===== src/rtl/rrle_fifo.sv =====
// Two-entry queue used between the parser and the expander and on the result side.
// Depends on nothing.
`default_nettype none

module rrle_fifo #(
  parameter int Width = 8
) (
  input  wire logic             clk_i,
  input  wire logic             rst_ni,
  input  wire logic             push_i,
  input  wire logic [Width-1:0] data_i,
  output logic                  full_o,
  input  wire logic             pop_i,
  output logic [Width-1:0]      data_o,
  output logic                  empty_o
);

  logic [Width-1:0] mem_q [2];
  logic             wr_ptr_q, wr_ptr_d;
  logic             rd_ptr_q, rd_ptr_d;
  logic [1:0]       cnt_q, cnt_d;
  logic             do_push, do_pop;

  assign full_o  = (cnt_q == 2'd2);
  assign empty_o = (cnt_q == 2'd0);
  assign data_o  = mem_q[rd_ptr_q];
  assign do_push = push_i && !full_o;
  assign do_pop  = pop_i && !empty_o;

  always_comb begin
    wr_ptr_d = do_push ? !wr_ptr_q : wr_ptr_q;
    rd_ptr_d = do_pop ? !rd_ptr_q : rd_ptr_q;
    cnt_d = cnt_q + 2'(do_push) - 2'(do_pop);
  end

  always_ff @(posedge clk_i or negedge rst_ni) begin
    if (!rst_ni) begin
      wr_ptr_q <= 1'b0;
      rd_ptr_q <= 1'b0;
      cnt_q <= 2'd0;
    end else begin
      wr_ptr_q <= wr_ptr_d;
      rd_ptr_q <= rd_ptr_d;
      cnt_q <= cnt_d;
    end
  end

  always_ff @(posedge clk_i) begin
    if (do_push) begin
      mem_q[wr_ptr_q] <= data_i;
    end
  end

endmodule

`default_nettype wire


===== config.mk =====
export PLATFORM = sky130hd
export DESIGN_NAME = rrle_fifo
export DESIGN_NICKNAME = d
export VERILOG_FILES = /design/src/rtl/rrle_fifo.sv
export SDC_FILE = /design/constraint.sdc
export NUM_CORES = 1
export LEC_CHECK = 0
export BUFFER_PORTS_ARGS = -buffer_cell sky130_fd_sc_hd__buf_2
export CORE_UTILIZATION = 52
export DETAILED_ROUTE_END_ITERATION = 12
export PLACE_DENSITY = 0.88
export REMOVE_ABC_BUFFERS = 1
export SLEW_MARGIN = 20
export SYNTH_ARGS = -nofsm -noshare
export SYNTH_HDL_FRONTEND = slang
export SYNTH_SLANG_ARGS = --single-unit

===== constraint.sdc =====
create_clock -name clk_i -period 2.4 [get_ports clk_i]
set_input_delay 0.24 -clock clk_i [delete_from_list [all_inputs] [get_ports clk_i]]
set_output_delay 0.24 -clock clk_i [all_outputs]
set_load 0.05 [all_outputs]

==> results of run 1 <==
layout make-up:
class / instances / area, um2 / area share (%)
Sequential cell: 20 / 581 / 62.4
Tap cell: 15 / 18.8 / 2.02
Multi-Input combinational cell: 20 / 183 / 19.6
Timing Repair Buffer: 22 / 115 / 12.4
Inverter: 2 / 7.51 / 0.806
Clock buffer: 4 / 26.3 / 2.82
worst max-delay path: cells and delay by family, from the launching register on:
family	cells	cell delay [ns]
mux	1	0.39
flops	1	0.58
buf+inv	1	0.21
cells by family after synthesis:
| kind of cell | Yosys count | share of synthesized area, % |
|---|---|---|
| multiplexers | 8 | 11.6 |
| XOR/XNOR | 4 | 4.52 |
| flip-flops | 20 | 74.8 |
| adder cells (fa/ha/maj) | 2 | 3.23 |
| buffers and inverters | 3 | 1.61 |
| AND/OR/NAND/NOR | 6 | 4.19 |
power by group through the flow:
stage	combinational (uW)	clock, uW	sequential, uW
6_report	600	159	550
5_1_grt	640	174	562
4_1_cts	605	162	552
3_5_place_dp	600	0	558
3_3_place_gp	593	0	552
2_1_floorplan	491	0	539
cell usage in the layout, fill, tap and decap left out, drive strengths merged:
| cell | netlist | layout |
|---|---|---|
| xor2 | 1 | 1 |
| nor2b | 1 | 1 |
| xnor2 | 3 | 3 |
| and3 | 1 | 1 |
| dlygate4sd3 | 0 | 1 |
| nand2 | 1 | 1 |
| ha | 2 | 2 |
| mux2 | 8 | 8 |
| nand2b | 1 | 1 |
| nor2 | 2 | 2 |
| buf | 1 | 21 |
| edfxtp | 16 | 16 |
| dfrtp | 4 | 4 |
| inv | 2 | 2 |
| clkbuf | 0 | 4 |
layer usage:
metal  wire (um)  share of wire (%)  vias to the layer above  global-route usage, %
li1            -                  -                      204                      -
met1         569                 50                      201                   23.6
met2         495                 43                       14                   24.6
met3          47                4.1                        3                   4.89
met4          27                2.4                        0                   10.0
met5           0                  0                        -                      0
per-stage QoR:
step                      hold WS [ns]  total power (uW)  util (%)  cell area (um2)  setup slack (ns)
after floorplan                -0.0556              1030         -              771             0.307
after global placement          0.0485              1140      66.3              895             0.869
after detailed placement        0.0499              1160      66.3              895             0.865
after CTS                        0.119              1320      69.0              931             0.660
after global routing             0.112              1380      69.0              931             0.621
final                            0.120              1310      69.0              931             0.681
sequential cells by signal, summed over array words and instances (netlist names):
signal and count:
rd_ptr_q 1, cnt_q 2, mem_q 16, wr_ptr_q 1
worst min-delay path by stage:
stage          startpoint           to  slack (ns)  cells after the start
3_3_place_gp       rst_ni     cnt_q[0]        0.05                      1
2_1_floorplan      rst_ni     cnt_q[0]       -0.06                      0
5_1_grt         data_i[7]  mem_q[1][7]        0.11                      1
4_1_cts         data_i[7]  mem_q[0][7]        0.12                      1
6_report        data_i[7]  mem_q[0][7]        0.12                      1
3_5_place_dp       rst_ni     cnt_q[0]        0.05                      1
Yosys cell counts:
master	instances
sky130_fd_sc_hd__and3_1	1
sky130_fd_sc_hd__buf_2	1
sky130_fd_sc_hd__dfrtp_1	4
sky130_fd_sc_hd__edfxtp_1	16
sky130_fd_sc_hd__ha_1	2
sky130_fd_sc_hd__inv_1	2
sky130_fd_sc_hd__mux2_2	8
sky130_fd_sc_hd__nand2_1	1
sky130_fd_sc_hd__nand2b_1	1
sky130_fd_sc_hd__nor2_1	2
sky130_fd_sc_hd__nor2b_2	1
sky130_fd_sc_hd__xnor2_1	3
sky130_fd_sc_hd__xor2_1	1
==> impl_metrics.yaml, run 1 <==
cells_and_area:
  fillCellCount: 90
  finish.net_count: 83
  num_antenna_cells: 0
  flow.area_growth_from_synthesis_pct: 20.0
  drive_gt1_share_pct: 48.5
  finalNonFillerCells: 83
synthesis:
  ys_top_cells_by_area: "sky130_fd_sc_hd__edfxtp_1 62%, sky130_fd_sc_hd__dfrtp_1 13%, sky130_fd_sc_hd__mux2_2 12%"
  synth-warning-count: 0
  synthDistinctLibCells: 13
  synth_top_cell_area_share_pct: 61.9
  area_leader_netlist: "sky130_fd_sc_hd__edfxtp_1"
  mean_area_per_synthesized_cell_um2: 18.0
  yosysSeqAreaShare_pct: 74.8
  ff_latch_count_synth: 20
  syn-instance-count: 43
  synthesis.area_um2: 776
global_route:
  grt_pass1_wl_mm: 1.70
  grt_pass1_vias: 374
  grt_max_degree: 12
  grt_antenna_before_repair: 0
  grt_usage_pct: 17.2
  grt_remaining_overflow: 0
worst_setup_path:
  setup.worst_path.start_class: "flop"
  critPathRequiredTime_ns: 2.16
  worstSetupEndpoint: "data_o[7]"
  r2r_end: "mem_q[0][4]"
  depth_of_the_most_critical_reg_to_reg_path: 3
  timing.critical_path.from: "rd_ptr_q"
  criticalPathCategory: "reg -> out"
  endpoint_kind: "output pin"
  r2r_slack_ns: 0.85
  critical_path.max_fanout: 9
  cpMaxStageDelayCell: "sky130_fd_sc_hd__dfrtp_1"
  crit_arrival_ns: 1.48
  critical-path-max-stage-delay_ns: 0.58
  worst_r2r_startpoint: "cnt_q[1]"
  critical_path.cell_chain: "mux2_2 -> buf_2"
floorplanning:
  die_w_um: 40.6
  rows: 13
  floorplan.initialDensity_pct: 57.5
  die-area_um2: 1650
  core_area_um2: 1350
  i_o_pin_total: 22
  floorplan.die.height_um: 40.6
sta:
  tightestPinTransition_ns: 0.698
  setup_viol: 0
  relSlewSlack_pct: 53.3
  clock.fmax_ghz: 0.582
  hold_viol: 0
  rsz0062_at_grt: "false"
  setup-tns-final_ns: 0
  worst_setup_skew_after_layout_ns: 0.00655
  min_period_over_period_pct: 71.6
  pins_over_slew_limit: 0
  finalWorstPathRequiredPeriod_ns: 1.72
clocking:
  clock_insertion_delay_worst_skew_ns: 0.30
  post_cts_repair_timing_setup_buffer_count: 0
  cts_root_buf: "sky130_fd_sc_hd__clkbuf_4"
  h_tree_depth: 1
  clock_path_buffers: 2
  cts_buffers: 3
  cts_hold_buf: 1
  clk_pin_slew_worst_paths_ns: 0.10
  cts_repair_resize_count: 0
  tritoncts_num_sinks: 20
  tritoncts: "yes"
placed_design:
  place_hpwl_um: 842
  dp_cells: 78
  globalplace.congestion: 0.669
  port_buffers: 21
power_and_ir_drop:
  power_switching_share_pct: 43.7
  power_per_cell_area_nw_per_um2: 1410
  internal_power_uw: 737
  worst_ir_drop_vdd_uv: 778
  clkPwrFrac_pct: 12.1
  power_switching_uw: 571
  relative_contribution_of_sequential_cells_to_total_power_pct: 42.0
  power.leakage_uw: 0.000388
  combinationalPowerShare_pct: 45.8
detailed_routing:
  drc: 0
  drt-pass1-iter-count: 2
  drt_first_iter_violations: 1
  routed_wl_per_cell_um: 13.7
  total_vias_in_the_final_route: 422
  vias_per_cell: 5.08
  route.final.wire_length_mm: 1.14
  drt.antenna.violating_nets: 0
worst_hold_path:
  hold_path.class: "in -> reg"
job:
  maxCapViolCount: 0
status:
  run_status: "finished, final reports clean"
No activity file was read; power rests on OpenSTA's default activity.
==> inputs of run 2 (changes only) <==
- CORE_UTILIZATION: 52 -> 44
- PLACE_DENSITY: 0.88 -> 0.8
- clock period: 2.4 -> 1.55 ns (I/O delays scaled with it)
==> run 2 against run 1 <==
Sequential power increased by 49%. Hold slack got worse by 0.082 ns. Design area up 9.0%. Clock skew grew 0.0054 ns. Largest cell class unchanged. Count of clock-buffer cells in the layout decreased by 1. Total power is 77% higher. Die area rose by 17%. Setup slack worse by 0.63 ns. Core utilization down 4.6 points. Combinational power is 82% higher. First-iteration DRC count grew to 6.0 times the previous value. Largest power group unchanged.
==> impl_metrics.yaml, run 2 (same netlist as run 1, synthesis figures left out) <==
floorplanning:
  core_area_um2: 1580
  floorplan.die.height_um: 44.0
  rows: 14
  die_w_um: 44.0
  floorplan.initialDensity_pct: 49.2
  die-area_um2: 1940
  i_o_pin_total: 22
power_and_ir_drop:
  power.leakage_uw: 0.000432
  power_per_cell_area_nw_per_um2: 2280
  worst_ir_drop_vdd_uv: 1190
  power_switching_uw: 911
  internal_power_uw: 1410
  combinationalPowerShare_pct: 46.9
  clkPwrFrac_pct: 17.8
  relative_contribution_of_sequential_cells_to_total_power_pct: 35.3
  power_switching_share_pct: 39.3
cells_and_area:
  leading_registers_by_flop_count: "mem_q (16), cnt_q (2)"
  multi_input_comb_area_um2: 185
  max_reg_flops: 16
  sequential_cell_area_in_the_final_layout_um2: 582
  drive_gt1_share_pct: 56.8
  largest-register: "mem_q"
  finalNonFillerCells: 90
  flow.area_growth_from_synthesis_pct: 30.8
  commonest_cells_after_routing_fill_and_taps_aside: "18 x sky130_fd_sc_hd__buf_2, 16 x sky130_fd_sc_hd__edfxtp_1, 9 x sky130_fd_sc_hd__buf_4, 8 x sky130_fd_sc_hd__mux2_2"
  final_core_utilization_pct: 64.4
  fillCellCount: 125
  finish.net_count: 89
  final_common_cell: "sky130_fd_sc_hd__buf_2"
  num_antenna_cells: 0
clocking:
  cts_buffers: 3
  clk_pin_slew_worst_paths_ns: 0.11
  tritoncts_num_sinks: 20
  h_tree_depth: 1
  clock_insertion_delay_worst_skew_ns: 0.30
  clock_path_buffers: 2
  tritoncts: "yes"
  cts_root_buf: "sky130_fd_sc_hd__clkbuf_4"
sta:
  clock.fmax_ghz: 0.665
  setup_viol: 0
  tightestPinTransition_ns: 0.386
  worst_setup_skew_after_layout_ns: 0.0120
  relSlewSlack_pct: 74.3
  hold_viol: 0
  finalWorstPathRequiredPeriod_ns: 1.50
  pins_over_slew_limit: 0
  rsz0062_at_grt: "true"
  min_period_over_period_pct: 97.0
job:
  maxCapViolCount: 0
worst_setup_path:
  cp_top_family: "flip-flops"
  cpMaxStageDelayCell: "sky130_fd_sc_hd__dfrtp_2"
  critPathRequiredTime_ns: 1.39
  critical_path.cell_chain: "buf_4 -> mux2_2 -> buf_2"
  critical_path_buf_inv_count: 2
  critical_path.max_fanout: 5
  crit_arrival_ns: 1.35
  critical-path-max-stage-delay_ns: 0.37
  endpoint_kind: "output pin"
  setup.worst_path.start_class: "flop"
  criticalPathCategory: "reg -> out"
global_route:
  grt_remaining_overflow: 0
  grt_pass1_wl_mm: 1.86
  grt_max_degree: 13
  grt_pass1_vias: 423
  grt_antenna_before_repair: 0
  grt_usage_pct: 14.3
placed_design:
  port_buffers: 21
  dp_cells: 82
  globalplace.congestion: 0.663
  place_hpwl_um: 856
detailed_routing:
  route.final.wire_length_mm: 1.22
  drt.antenna.violating_nets: 0
  total_vias_in_the_final_route: 444
  drt-pass1-iter-count: 5
  routed_wl_per_cell_um: 13.5
  drt_first_iter_violations: 6
  vias_per_cell: 4.93
  drc: 0
worst_hold_path:
  hold_path.class: "in -> reg"
status:
  run_status: "finished, final reports clean"
==> run 2: cell types whose count changed in the layout (fill, tap and decap cells not counted) <==
cell / previous run / this run
sky130_fd_sc_hd__nor2_1: 2 / 1
sky130_fd_sc_hd__bufinv_16: 0 / 1
sky130_fd_sc_hd__nor2_2: 0 / 1
sky130_fd_sc_hd__dfrtp_2: 0 / 1
sky130_fd_sc_hd__clkbuf_1: 1 / 0
sky130_fd_sc_hd__buf_4: 0 / 9
sky130_fd_sc_hd__dfrtp_1: 4 / 3
sky130_fd_sc_hd__buf_2: 21 / 18
==> run 2: repair_timing <==
item | CTS | global route
setup buffers | 0 | 3
endpoints found under the hold margin | 4 | 0
pin swaps | 0 | 1
endpoints found under the setup margin | 8 | 9
hold buffers | 1 | 0
resized for setup | 4 | 3
==> run 2: layout make-up <==
type,count,area share (%)
clock buffer,3,2.22
clock inverter,1,2.96
inverter,2,0.740
multi-input combinational,20,18.2
sequential,20,57.3
tap,16,1.97
timing repair buffer,28,16.5
==> run 2: path summary, 6_finish.rpt <==
check / startpoint / to / slack, ns / depth (start not counted)
min in group asynchronous: rst_ni / cnt_q[0] / 0.18 / 2
max: rd_ptr_q / data_o[4] / 0.05 / 3
min: data_i[4] / mem_q[0][4] / 0.04 / 1
max in group asynchronous: rst_ni / rd_ptr_q / 1.24 / 2
min reg2reg: wr_ptr_q / wr_ptr_q / 0.51 / 1
max reg2reg: cnt_q[1] / cnt_q[1] / 0.05 / 7
==> run 2: per-layer routing <==
layer  vias to the layer above  track usage [%]  wire [um]
li1                        215                -          -
met1                       207             16.8        498
met2                        18             23.9        620
met3                         4             4.17         73
met4                         0             7.27         25
met5                         -                0          0
==> run 2: power by group through the flow <==
| stage | sequential [uW] | clock, uW | combinational (uW) |
|---|---|---|---|
| 2_1_floorplan | 834 | 0 | 760 |
| 3_3_place_gp | 857 | 0 | 947 |
| 3_5_place_dp | 865 | 0 | 964 |
| 4_1_cts | 856 | 422 | 995 |
| 5_1_grt | 832 | 442 | 1150 |
| 6_report | 818 | 411 | 1090 |
==> run 2: through the flow <==
stage	hold WS, ns	worst slack [ns]	total power (uW)	cell area (um2)	TNS (ns)
3_5_place_dp	-0.0363	0.0401	1830	918	0
3_3_place_gp	-0.0351	0.0937	1800	918	0
5_1_grt	0.0177	-0.0233	2430	1010	-0.0721
4_1_cts	0.0304	0.00160	2270	990	0
6_report	0.0376	0.0463	2320	1010	0
2_1_floorplan	-0.141	-0.543	1590	771	-0.920
