**src/rtl/rrle_pkg.sv**
```systemverilog
// Shared types, codes and the RGBE to binary32 conversion for the RGBE
// scanline decoder. No dependencies.
`default_nettype none

package rrle_pkg;

  localparam logic [1:0] ST_PIXELS = 2'd0;
  localparam logic [1:0] ST_BAD_HEADER = 2'd1;
  localparam logic [1:0] ST_BAD_WIDTH = 2'd2;
  localparam logic [1:0] ST_BAD_COUNT = 2'd3;

  localparam logic [1:0] CH_RED = 2'd0;
  localparam logic [1:0] CH_GREEN = 2'd1;
  localparam logic [1:0] CH_BLUE = 2'd2;
  localparam logic [1:0] CH_EXPONENT = 2'd3;

  localparam logic CFG_WIDTH = 1'b0;
  localparam logic CFG_HEIGHT = 1'b1;

  typedef struct packed {
    logic        is_err;
    logic [1:0]  status;
    logic [7:0]  value;
    logic [7:0]  count;
    logic [12:0] col;
    logic [1:0]  chan;
    logic [15:0] row;
    logic [12:0] width;
  } cmd_t;

  typedef struct packed {
    logic [31:0] first_red;
    logic [31:0] first_green;
    logic [31:0] first_blue;
    logic [31:0] second_red;
    logic [31:0] second_green;
    logic [31:0] second_blue;
    logic        second_valid;
    logic [11:0] first_column;
    logic [15:0] row_index;
    logic        end_of_line;
    logic        last_of_run;
    logic [1:0]  status;
  } res_t;

  function automatic logic [31:0] to_f32(input logic [7:0] m, input logic [7:0] e);
    logic [2:0]  p;
    logic [8:0]  sum;
    logic [8:0]  biased;
    logic [7:0]  shifted;
    logic [31:0] r;
    p = 3'd0;
    for (int i = 1; i < 8; i++) begin
      if (m[i]) begin
        p = 3'(i);
      end
    end
    sum = 9'(p) + 9'(e);
    biased = sum - 9'd9;
    shifted = m << (3'd7 - p);
    if (m == 8'd0 || e == 8'd0) begin
      r = 32'd0;
    end else if (sum >= 9'd10) begin
      r = {1'b0, biased[7:0], shifted[6:0], 16'd0};
    end else begin
      r = 32'(m) << (e[4:0] + 5'd13);
    end
    return r;
  endfunction

endpackage

`default_nettype wire

```
**src/rtl/rrle_front.sv**
```systemverilog
// Byte parser: checks scanline headers and counts, turns each value byte into a
// store command and each bad header or count into an error command. Depends on rrle_pkg.
`default_nettype none

module rrle_front #(
  parameter int MaxWidth = 4096
) (
  input  wire logic          clk_i,
  input  wire logic          rst_ni,
  input  wire logic          accept_i,
  input  wire logic [7:0]    byte_i,
  input  wire logic [12:0]   width_i,
  input  wire logic [15:0]   height_i,
  output logic               cmd_push_o,
  output rrle_pkg::cmd_t     cmd_o
);
  import rrle_pkg::*;

  typedef enum logic [6:0] {
    PH_H0    = 7'b0000001,
    PH_H1    = 7'b0000010,
    PH_H2    = 7'b0000100,
    PH_H3    = 7'b0001000,
    PH_COUNT = 7'b0010000,
    PH_RUN   = 7'b0100000,
    PH_LIT   = 7'b1000000
  } phase_e;

  phase_e      phase_q, phase_d;
  logic [1:0]  chan_q, chan_d;
  logic [12:0] col_q, col_d;
  logic [7:0]  rem_q, rem_d;
  logic [6:0]  hw_q, hw_d;
  logic [15:0] line_q, line_d;
  logic        stop_q, stop_d;
  logic        wok;
  logic [12:0] room;
  logic [12:0] span;
  logic [7:0]  run_n;
  logic        line_done;

  assign wok = (width_i != 13'd0) && (32'(width_i) <= MaxWidth);
  assign room = (wok && col_q < width_i) ? width_i - col_q : 13'd0;
  assign span = width_i - col_q;
  assign run_n = byte_i - 8'd128;
  assign line_done = (chan_q == CH_EXPONENT);

  always_comb begin
    phase_d = phase_q;
    chan_d = chan_q;
    col_d = col_q;
    rem_d = rem_q;
    hw_d = hw_q;
    line_d = line_q;
    stop_d = stop_q;
    cmd_push_o = 1'b0;
    cmd_o.is_err = 1'b0;
    cmd_o.status = ST_PIXELS;
    cmd_o.value = byte_i;
    cmd_o.count = 8'd1;
    cmd_o.col = col_q;
    cmd_o.chan = chan_q;
    cmd_o.row = line_q;
    cmd_o.width = width_i;
    if (accept_i && !stop_q && line_q < height_i) begin
      unique case (phase_q)
        PH_H0: begin
          if (byte_i != 8'd2) begin
            cmd_push_o = 1'b1;
            cmd_o.is_err = 1'b1;
            cmd_o.status = ST_BAD_HEADER;
            stop_d = 1'b1;
          end else begin
            phase_d = PH_H1;
          end
        end
        PH_H1: begin
          if (byte_i != 8'd2) begin
            cmd_push_o = 1'b1;
            cmd_o.is_err = 1'b1;
            cmd_o.status = ST_BAD_HEADER;
            stop_d = 1'b1;
          end else begin
            phase_d = PH_H2;
          end
        end
        PH_H2: begin
          if (byte_i[7]) begin
            cmd_push_o = 1'b1;
            cmd_o.is_err = 1'b1;
            cmd_o.status = ST_BAD_HEADER;
            stop_d = 1'b1;
          end else begin
            hw_d = byte_i[6:0];
            phase_d = PH_H3;
          end
        end
        PH_H3: begin
          if (!wok || {hw_q, byte_i} != {2'b00, width_i}) begin
            cmd_push_o = 1'b1;
            cmd_o.is_err = 1'b1;
            cmd_o.status = ST_BAD_WIDTH;
            stop_d = 1'b1;
          end else begin
            phase_d = PH_COUNT;
            chan_d = CH_RED;
            col_d = 13'd0;
          end
        end
        PH_COUNT: begin
          if (byte_i > 8'd128) begin
            if (13'(run_n) > room) begin
              cmd_push_o = 1'b1;
              cmd_o.is_err = 1'b1;
              cmd_o.status = ST_BAD_COUNT;
              stop_d = 1'b1;
            end else begin
              rem_d = run_n;
              phase_d = PH_RUN;
            end
          end else if (byte_i == 8'd0 || 13'(byte_i) > room) begin
            cmd_push_o = 1'b1;
            cmd_o.is_err = 1'b1;
            cmd_o.status = ST_BAD_COUNT;
            stop_d = 1'b1;
          end else begin
            rem_d = byte_i;
            phase_d = PH_LIT;
          end
        end
        PH_RUN: begin
          cmd_push_o = 1'b1;
          rem_d = 8'd0;
          phase_d = PH_COUNT;
          if (col_q < width_i && 13'(rem_q) < span) begin
            cmd_o.count = rem_q;
            col_d = col_q + 13'(rem_q);
          end else begin
            cmd_o.count = (col_q < width_i) ? span[7:0] : 8'd1;
            col_d = 13'd0;
            if (line_done) begin
              chan_d = CH_RED;
              line_d = line_q + 16'd1;
              phase_d = PH_H0;
            end else begin
              chan_d = chan_q + 2'd1;
            end
          end
        end
        PH_LIT: begin
          cmd_push_o = 1'b1;
          rem_d = (rem_q != 8'd0) ? rem_q - 8'd1 : 8'd0;
          phase_d = (rem_d != 8'd0) ? PH_LIT : PH_COUNT;
          if (14'(col_q) + 14'd1 >= 14'(width_i)) begin
            rem_d = 8'd0;
            col_d = 13'd0;
            if (line_done) begin
              chan_d = CH_RED;
              line_d = line_q + 16'd1;
              phase_d = PH_H0;
            end else begin
              chan_d = chan_q + 2'd1;
              phase_d = PH_COUNT;
            end
          end else begin
            col_d = col_q + 13'd1;
          end
        end
        default: begin
          phase_d = PH_H0;
        end
      endcase
    end
  end

  always_ff @(posedge clk_i or negedge rst_ni) begin
    if (!rst_ni) begin
      phase_q <= PH_H0;
      chan_q <= CH_RED;
      col_q <= 13'd0;
      rem_q <= 8'd0;
      hw_q <= 7'd0;
      line_q <= 16'd0;
      stop_q <= 1'b0;
    end else begin
      phase_q <= phase_d;
      chan_q <= chan_d;
      col_q <= col_d;
      rem_q <= rem_d;
      hw_q <= hw_d;
      line_q <= line_d;
      stop_q <= stop_d;
    end
  end

endmodule

`default_nettype wire

```
**config.mk**
```make
export PLATFORM = sky130hd
export DESIGN_NAME = rrle_front
export DESIGN_NICKNAME = d
export VERILOG_FILES = /design/src/rtl/rrle_pkg.sv /design/src/rtl/rrle_front.sv
export SDC_FILE = /design/constraint.sdc
export NUM_CORES = 1
export LEC_CHECK = 0
export BUFFER_PORTS_ARGS = -buffer_cell sky130_fd_sc_hd__buf_2
export CAP_MARGIN = 20
export CORE_MARGIN = 3
export CORE_UTILIZATION = 45
export DETAILED_ROUTE_END_ITERATION = 8
export GPL_TIMING_DRIVEN = 0
export HOLD_SLACK_MARGIN = 0.08
export PLACE_DENSITY = 0.64
export SLEW_MARGIN = 20
export SYNTH_ARGS = -nofsm -noshare
export SYNTH_HDL_FRONTEND = slang
export SYNTH_SLANG_ARGS = --single-unit
```
**constraint.sdc**
```tcl
create_clock -name clk_i -period 5.3 [get_ports clk_i]
set_clock_uncertainty 0.1 [all_clocks]
set_input_delay 0.53 -clock clk_i [delete_from_list [all_inputs] [get_ports clk_i]]
set_output_delay 0.53 -clock clk_i [all_outputs]
set_load 0.03 [all_outputs]
```
==> metrics.cfg, run 1 <==
[synth]
synth_top_area_frac=0.219
yosys_warnings=0
synth-seq-cells=54
synth_edf_count=0
syn-num-nets=862
netlist_instances=750
synth.cell_area_um2=6070
synth.area.top_cells=dfrtp_1 (22%), ha_1 (14%), xnor2_1 (4.8%), inv_1 (4.1%), nor2_1 (3.4%)
syn_avg_cell_area_um2=8.09
synth-seq-area-share=0.223
synthArstFlopShare=1.00
ys.flop_type=dfrtp_1
synth_cell_types=70
yosysTopAreaCell=dfrtp_1

[grt]
overflow=0
grt_pass1_vias=5802
antenna_found_initial=0
grtUsageTotal=0.256
grt_max_degree=55
grt_pass1_wl_mm=29.9

[finish]
drive_above_1_share=0.283
area_growth_pct=22.3
insertedDiodeCount=0
fin_util=0.576
fill_cells=1197
fin_nets=994
stdcell_count=1055

[route]
wl_per_cell_um=18.4
dr.pass1.iters=5
drtAntennaViolNets=0
vias_per_cell=5.85
routed-via-count=6172
first_iter_violations=356
drc=0
drt_wl_total_mm=19.4

[pwr]
swShare=0.472
clkPwrFrac=0.154
combPwrFrac=0.566
powerDensity_nw_per_um2=312
p_switching_mw=1.09
seqPwrFrac=0.280
irDropWorstVdd_uv=186
p_int_mw=1.22
leakage_nw=3.55

[min_path]
hold_class=input pin to async pin

[timing]
max_slew_margin=0.470
setup_viol=0
timing.final.crit_share=0.999
fin_crit_ns=5.29
clock.fmax_mhz=189
slew_viol_final=0
tns_ns=0
tightest_slew_ns=0.795
hold_viol=0
rsz0062_at_grt=true

[die]
start_util=0.471
die_w_um=122
dieArea_um2=14900
std_cell_rows=41
die_h_um=122
core-area_um2=12900
num_io_pins=104

[worst_setup_path]
worstPathRequired_ns=4.67
worst_setup_path_end_kind=output pin
worstPathArrival_ns=4.66
start_kind=register
path_class=register to output pin
crit_path_max_fanout=6

[clocking]
cts_inserted_buffers=5
clk_latency_ns=0.31
cts_root_buf=clkbuf_16
cts-htree-levels=2
clockBufferDepth=2
clk_pin_slew_ns=0.08
cts_hold_buf=0
cts_sinks=54
cts_tree=yes

[placed_design]
portBuffers=103
dp.cells=1025
gp_congestion=0.996
hpwl_mm=14.8

[run]
cap_violations=0

[status]
outcome=finished, final reports clean

[synthesized netlist by cell type (all sizes together) (13+ instances only)]
cell / number
a21o: 20
a21oi: 37
and3: 14
buf: 31
dfrtp: 53
ha: 70
inv: 66
mux2: 16
nand2: 53
nand3: 26
nand4: 13
nor2: 56
nor3: 32
nor4: 18
o21ai: 39
o31ai: 13
xnor2: 33
xor2: 23
[critical path, stage by stage (launching register included)]
cell	delay, ns
dfrtp_1	0.39
inv_2	0.09
ha_4	0.27
buf_6	0.11
o211ai_1	0.11
a21oi_2	0.15
o211a_1	0.22
nor3b_2	0.07
or2_4	0.27
nor2_4	0.20
nand2_2	0.10
ha_4	0.23
a211o_1	0.29
a211oi_2	0.33
a221oi_4	0.12
o31ai_2	0.20
or3_4	0.18
and4b_2	0.27
o41ai_4	0.45
nand2_1	0.13
buf_6	0.17
[per-stage QoR]
step | setup WS, ns | power, mW | area, um^2 | hold slack (ns)
4_1_cts | 0.0225 | 2.22 | 7160 | 0.204
6_report | 0.00693 | 2.31 | 7420 | 0.144
3_5_place_dp | -0.939 | 1.81 | 6810 | 0.379
3_3_place_gp | -0.876 | 1.77 | 6810 | 0.356
2_1_floorplan | 0.0147 | 1.47 | 6080 | 0.134
5_1_grt | -0.151 | 2.48 | 7420 | 0.222
[logic make-up (layout without fill, tap and decap cells)]
logic type / Yosys count / count (layout) / synth area share
AND/OR/NAND/NOR: 263 / 263 / 0.232
AO/OA/AOI/OAI: 178 / 178 / 0.196
buffers and inverters: 109 / 242 / 0.0845
adder cells (fa/ha/maj): 72 / 72 / 0.151
XOR/XNOR: 56 / 56 / 0.0808
flip-flops: 54 / 54 / 0.223
multiplexers: 18 / 18 / 0.0330
[repair_timing]
item	CTS	global route
buffers inserted	11	14
pin swaps	4	13
resized for setup	32	33
setup endpoints to repair	19	8
[per-layer routing]
metal / track usage / vias up / wire (um)
li1: - / 2981 / -
met3: 0.0385 / 37 / 1280
met4: 0.0861 / 0 / 585
met2: 0.420 / 239 / 9000
met1: 0.346 / 2915 / 8490
met5: 0 / - / 0
[placed cells by master, fill, tap and decap left out, types with 20 or more instances in the layout]
cell type and n:
inv_1 62, a21oi_1 35, dfrtp_1 45, nor3_1 28
ha_1 57, o21ai_0 37, nand2_1 50, buf_4 49
xnor2_1 32, buf_2 102, nor2_1 51, nand3_1 26
a21o_1 20, xor2_1 23
[power by group through the flow]
stage	clock network, mW	logic, mW	registers (mW)
global route	0.385	1.44	0.654
detailed placement	0	1.17	0.649
CTS	0.366	1.22	0.642
finish	0.357	1.31	0.647
floorplan	0	0.855	0.616
global placement	0	1.13	0.645
[registers in the layout (all words and copies together), names as in the netlist]
signal / cells
line_q: 16
col_q: 13
rem_q: 8
hw_q: 7
phase_q: 7
chan_q: 2
stop_q: 1
[layout make-up]
cell class	instances	area (um^2)	area share
multi-input combinational	587	4450	0.600
sequential	54	1360	0.184
timing repair buffer	127	723	0.0975
buffer	41	273	0.0368
inverter	66	250	0.0337
tap	172	215	0.0290
clock buffer	6	129	0.0174
clock inverter	2	13.8	0.00185
[worst paths after layout]
check	cells after the start	slack (ns)	from	endpoint
worst max-delay path	20	0.007	col_q[4]$_DFFE_PN0P_	cmd_push_o
worst min-delay path	1	0.14	rst_ni	hw_q[2]$_DFFE_PN0P_
max in group asynchronous	1	4.36	rst_ni	col_q[6]$_DFFE_PN0P_
min in group clk_i	1	0.39	stop_q$_DFFE_PN0P_	stop_q$_DFFE_PN0P_
worst max register to register	16	0.57	col_q[0]$_DFFE_PN0P_	rem_q[1]$_DFFE_PN0P_
worst min register to register	1	0.39	stop_q$_DFFE_PN0P_	stop_q$_DFFE_PN0P_
Power figures use the tool's default switching activity.
==> run 2, diff against run 1 <==
Settings changed: SETUP_SLACK_MARGIN set to 0.05.
==> run 2 against run 1 <==
Worst setup slack improved by 0.11 ns. Largest cell class unchanged. Via count down 0.58%. Critical endpoint is now cmd_o[61]. Critical path type unchanged. Cell count rose by 0.28%.
==> metrics.cfg, run 2 (synthesis gave the netlist of run 1 again) <==
[route]
dr.pass1.iters=5
drc=0
wl_per_cell_um=18.4
routed-via-count=6136
drtAntennaViolNets=0
drt_wl_total_mm=19.5
vias_per_cell=5.80
first_iter_violations=386

[placed_design]
dpl_cell_area_um2=6810
hpwl_mm=15.1
pre_cts_slack_ns=-1.09
portBuffers=103
gp_congestion=0.948
dp.cells=1025

[timing]
hold_viol=0
tightest_slew_ns=0.754
timing.final.crit_share=0.978
max_slew_margin=0.493
slew_viol_final=0
rsz0062_at_grt=true
fin_crit_ns=5.19
clock.fmax_mhz=193
tns_ns=0
setup_ws_ns=0.115
setup_viol=0
whs_ns=0.181

[grt]
grt_max_degree=55
grt_pass1_vias=5992
grtUsageTotal=0.260
grt_pass1_wl_mm=30.5
overflow=0
antenna_found_initial=0

[finish]
top_regs=line_q (16), col_q (13), rem_q (8)
layout_common_cells=buf_2 (102), inv_1 (61), ha_1 (58)
fin_nets=997
largest_reg_flops=16
stdcell_area_um2=7460
area_growth_pct=22.9
insertedDiodeCount=0
final_common_cell=buf_2
regMostFlops=line_q
drive_above_1_share=0.281
stdcell_count=1058

[worst_setup_path]
crit_top_cell=buf_6
worstPathRequired_ns=4.67
worstPathArrival_ns=4.56
crit_slowest_cell=or3_4
crit_family=simple AND/OR/NAND/NOR gates
path_class=register to output pin
start_kind=register
crit_buf_inv=4
worst_setup_path_end_kind=output pin
crit_chain=inv_2 -> ha_4 -> buf_6 -> o211ai_1 -> a21oi_2 -> o211a_1 -> nor3b_2 -> or2_4 -> nor2_4 -> nand2_1 -> ha_1 -> nand4_1 -> a21o_1 -> a221oi_2 -> nor3_1 -> or3_4 -> and4b_2 -> buf_6 -> nor3_1 -> nor2_2 -> buf_6
reg2reg_setup_slack_ns=0.69
crit_path_max_fanout=6
critical-path-max-stage-delay_ns=0.40

[die]
die_h_um=122
std_cell_rows=41
die_w_um=122
num_io_pins=104
core-area_um2=12900
dieArea_um2=14900
start_util=0.471

[pwr]
powerDensity_nw_per_um2=315
irDropWorstVdd_uv=179
leakage_nw=3.57

[min_path]
hold_class=input pin to async pin

[clocking]
clk_pin_slew_ns=0.08
clockBufferDepth=2
cts_inserted_buffers=5
clk_latency_ns=0.31
cts-htree-levels=2
cts_tree=yes
cts_sinks=54
cts_hold_buf=0
cts_root_buf=clkbuf_16

[run]
cap_violations=0

[status]
outcome=finished, final reports clean

## run 2: cell count changes in the layout (fill, tap and decap cells not counted), sizes merged
cell,before,now
clkinvlp,0,1
clkinv,1,0
buf,159,161
bufinv,0,1
## run 2: timing repair
item                       in CTS  in global routing
pin swaps                       4                 15
buffers inserted               15                 12
resized for setup              35                 22
hold endpoints to repair        0                  0
setup endpoints to repair      19                  7
## run 2: metrics by stage
stage,utilization,power [mW]
finish,0.580,2.35
global route,0.580,2.53
CTS,0.564,2.28
detailed placement,0.529,1.80
global placement,0.529,1.76
floorplan,-,1.47
## run 2: final timing paths
kind | startpoint | endpoint | depth (start not counted)
worst min register to register | stop_q$_DFFE_PN0P_ | stop_q$_DFFE_PN0P_ | 1
min in group clk_i | stop_q$_DFFE_PN0P_ | stop_q$_DFFE_PN0P_ | 1
worst max-delay path | col_q[4]$_DFFE_PN0P_ | cmd_o[61] | 21
worst min-delay path | rst_ni | hw_q[2]$_DFFE_PN0P_ | 1
worst max register to register | col_q[4]$_DFFE_PN0P_ | rem_q[1]$_DFFE_PN0P_ | 19
max in group asynchronous | rst_ni | col_q[5]$_DFFE_PN0P_ | 1
## run 2: layout make-up
class                      instances  area (um^2)
sequential                        54         1360
buffer                            41          278
timing repair buffer             130          746
clock inverter                     3         48.8
tap                              172          215
clock buffer                       5          125
multi-input combinational        587         4440
inverter                          66          250
fill                            1156         5410
## run 2: routing by layer
layer  vias up  part of all wire  track usage
li1       2969                 -            -
met1      2908              0.42        0.334
met2       225              0.48        0.452
met3        34             0.074       0.0432
met4         0             0.023       0.0700
met5         -                 0            0
## run 2: where the power goes
part	internal, mW	switching, mW	leakage, nW	total (mW)
registers	0.495	0.141	0.683	0.637
clock network	0.227	0.181	0.0819	0.408
logic	0.552	0.751	2.80	1.30
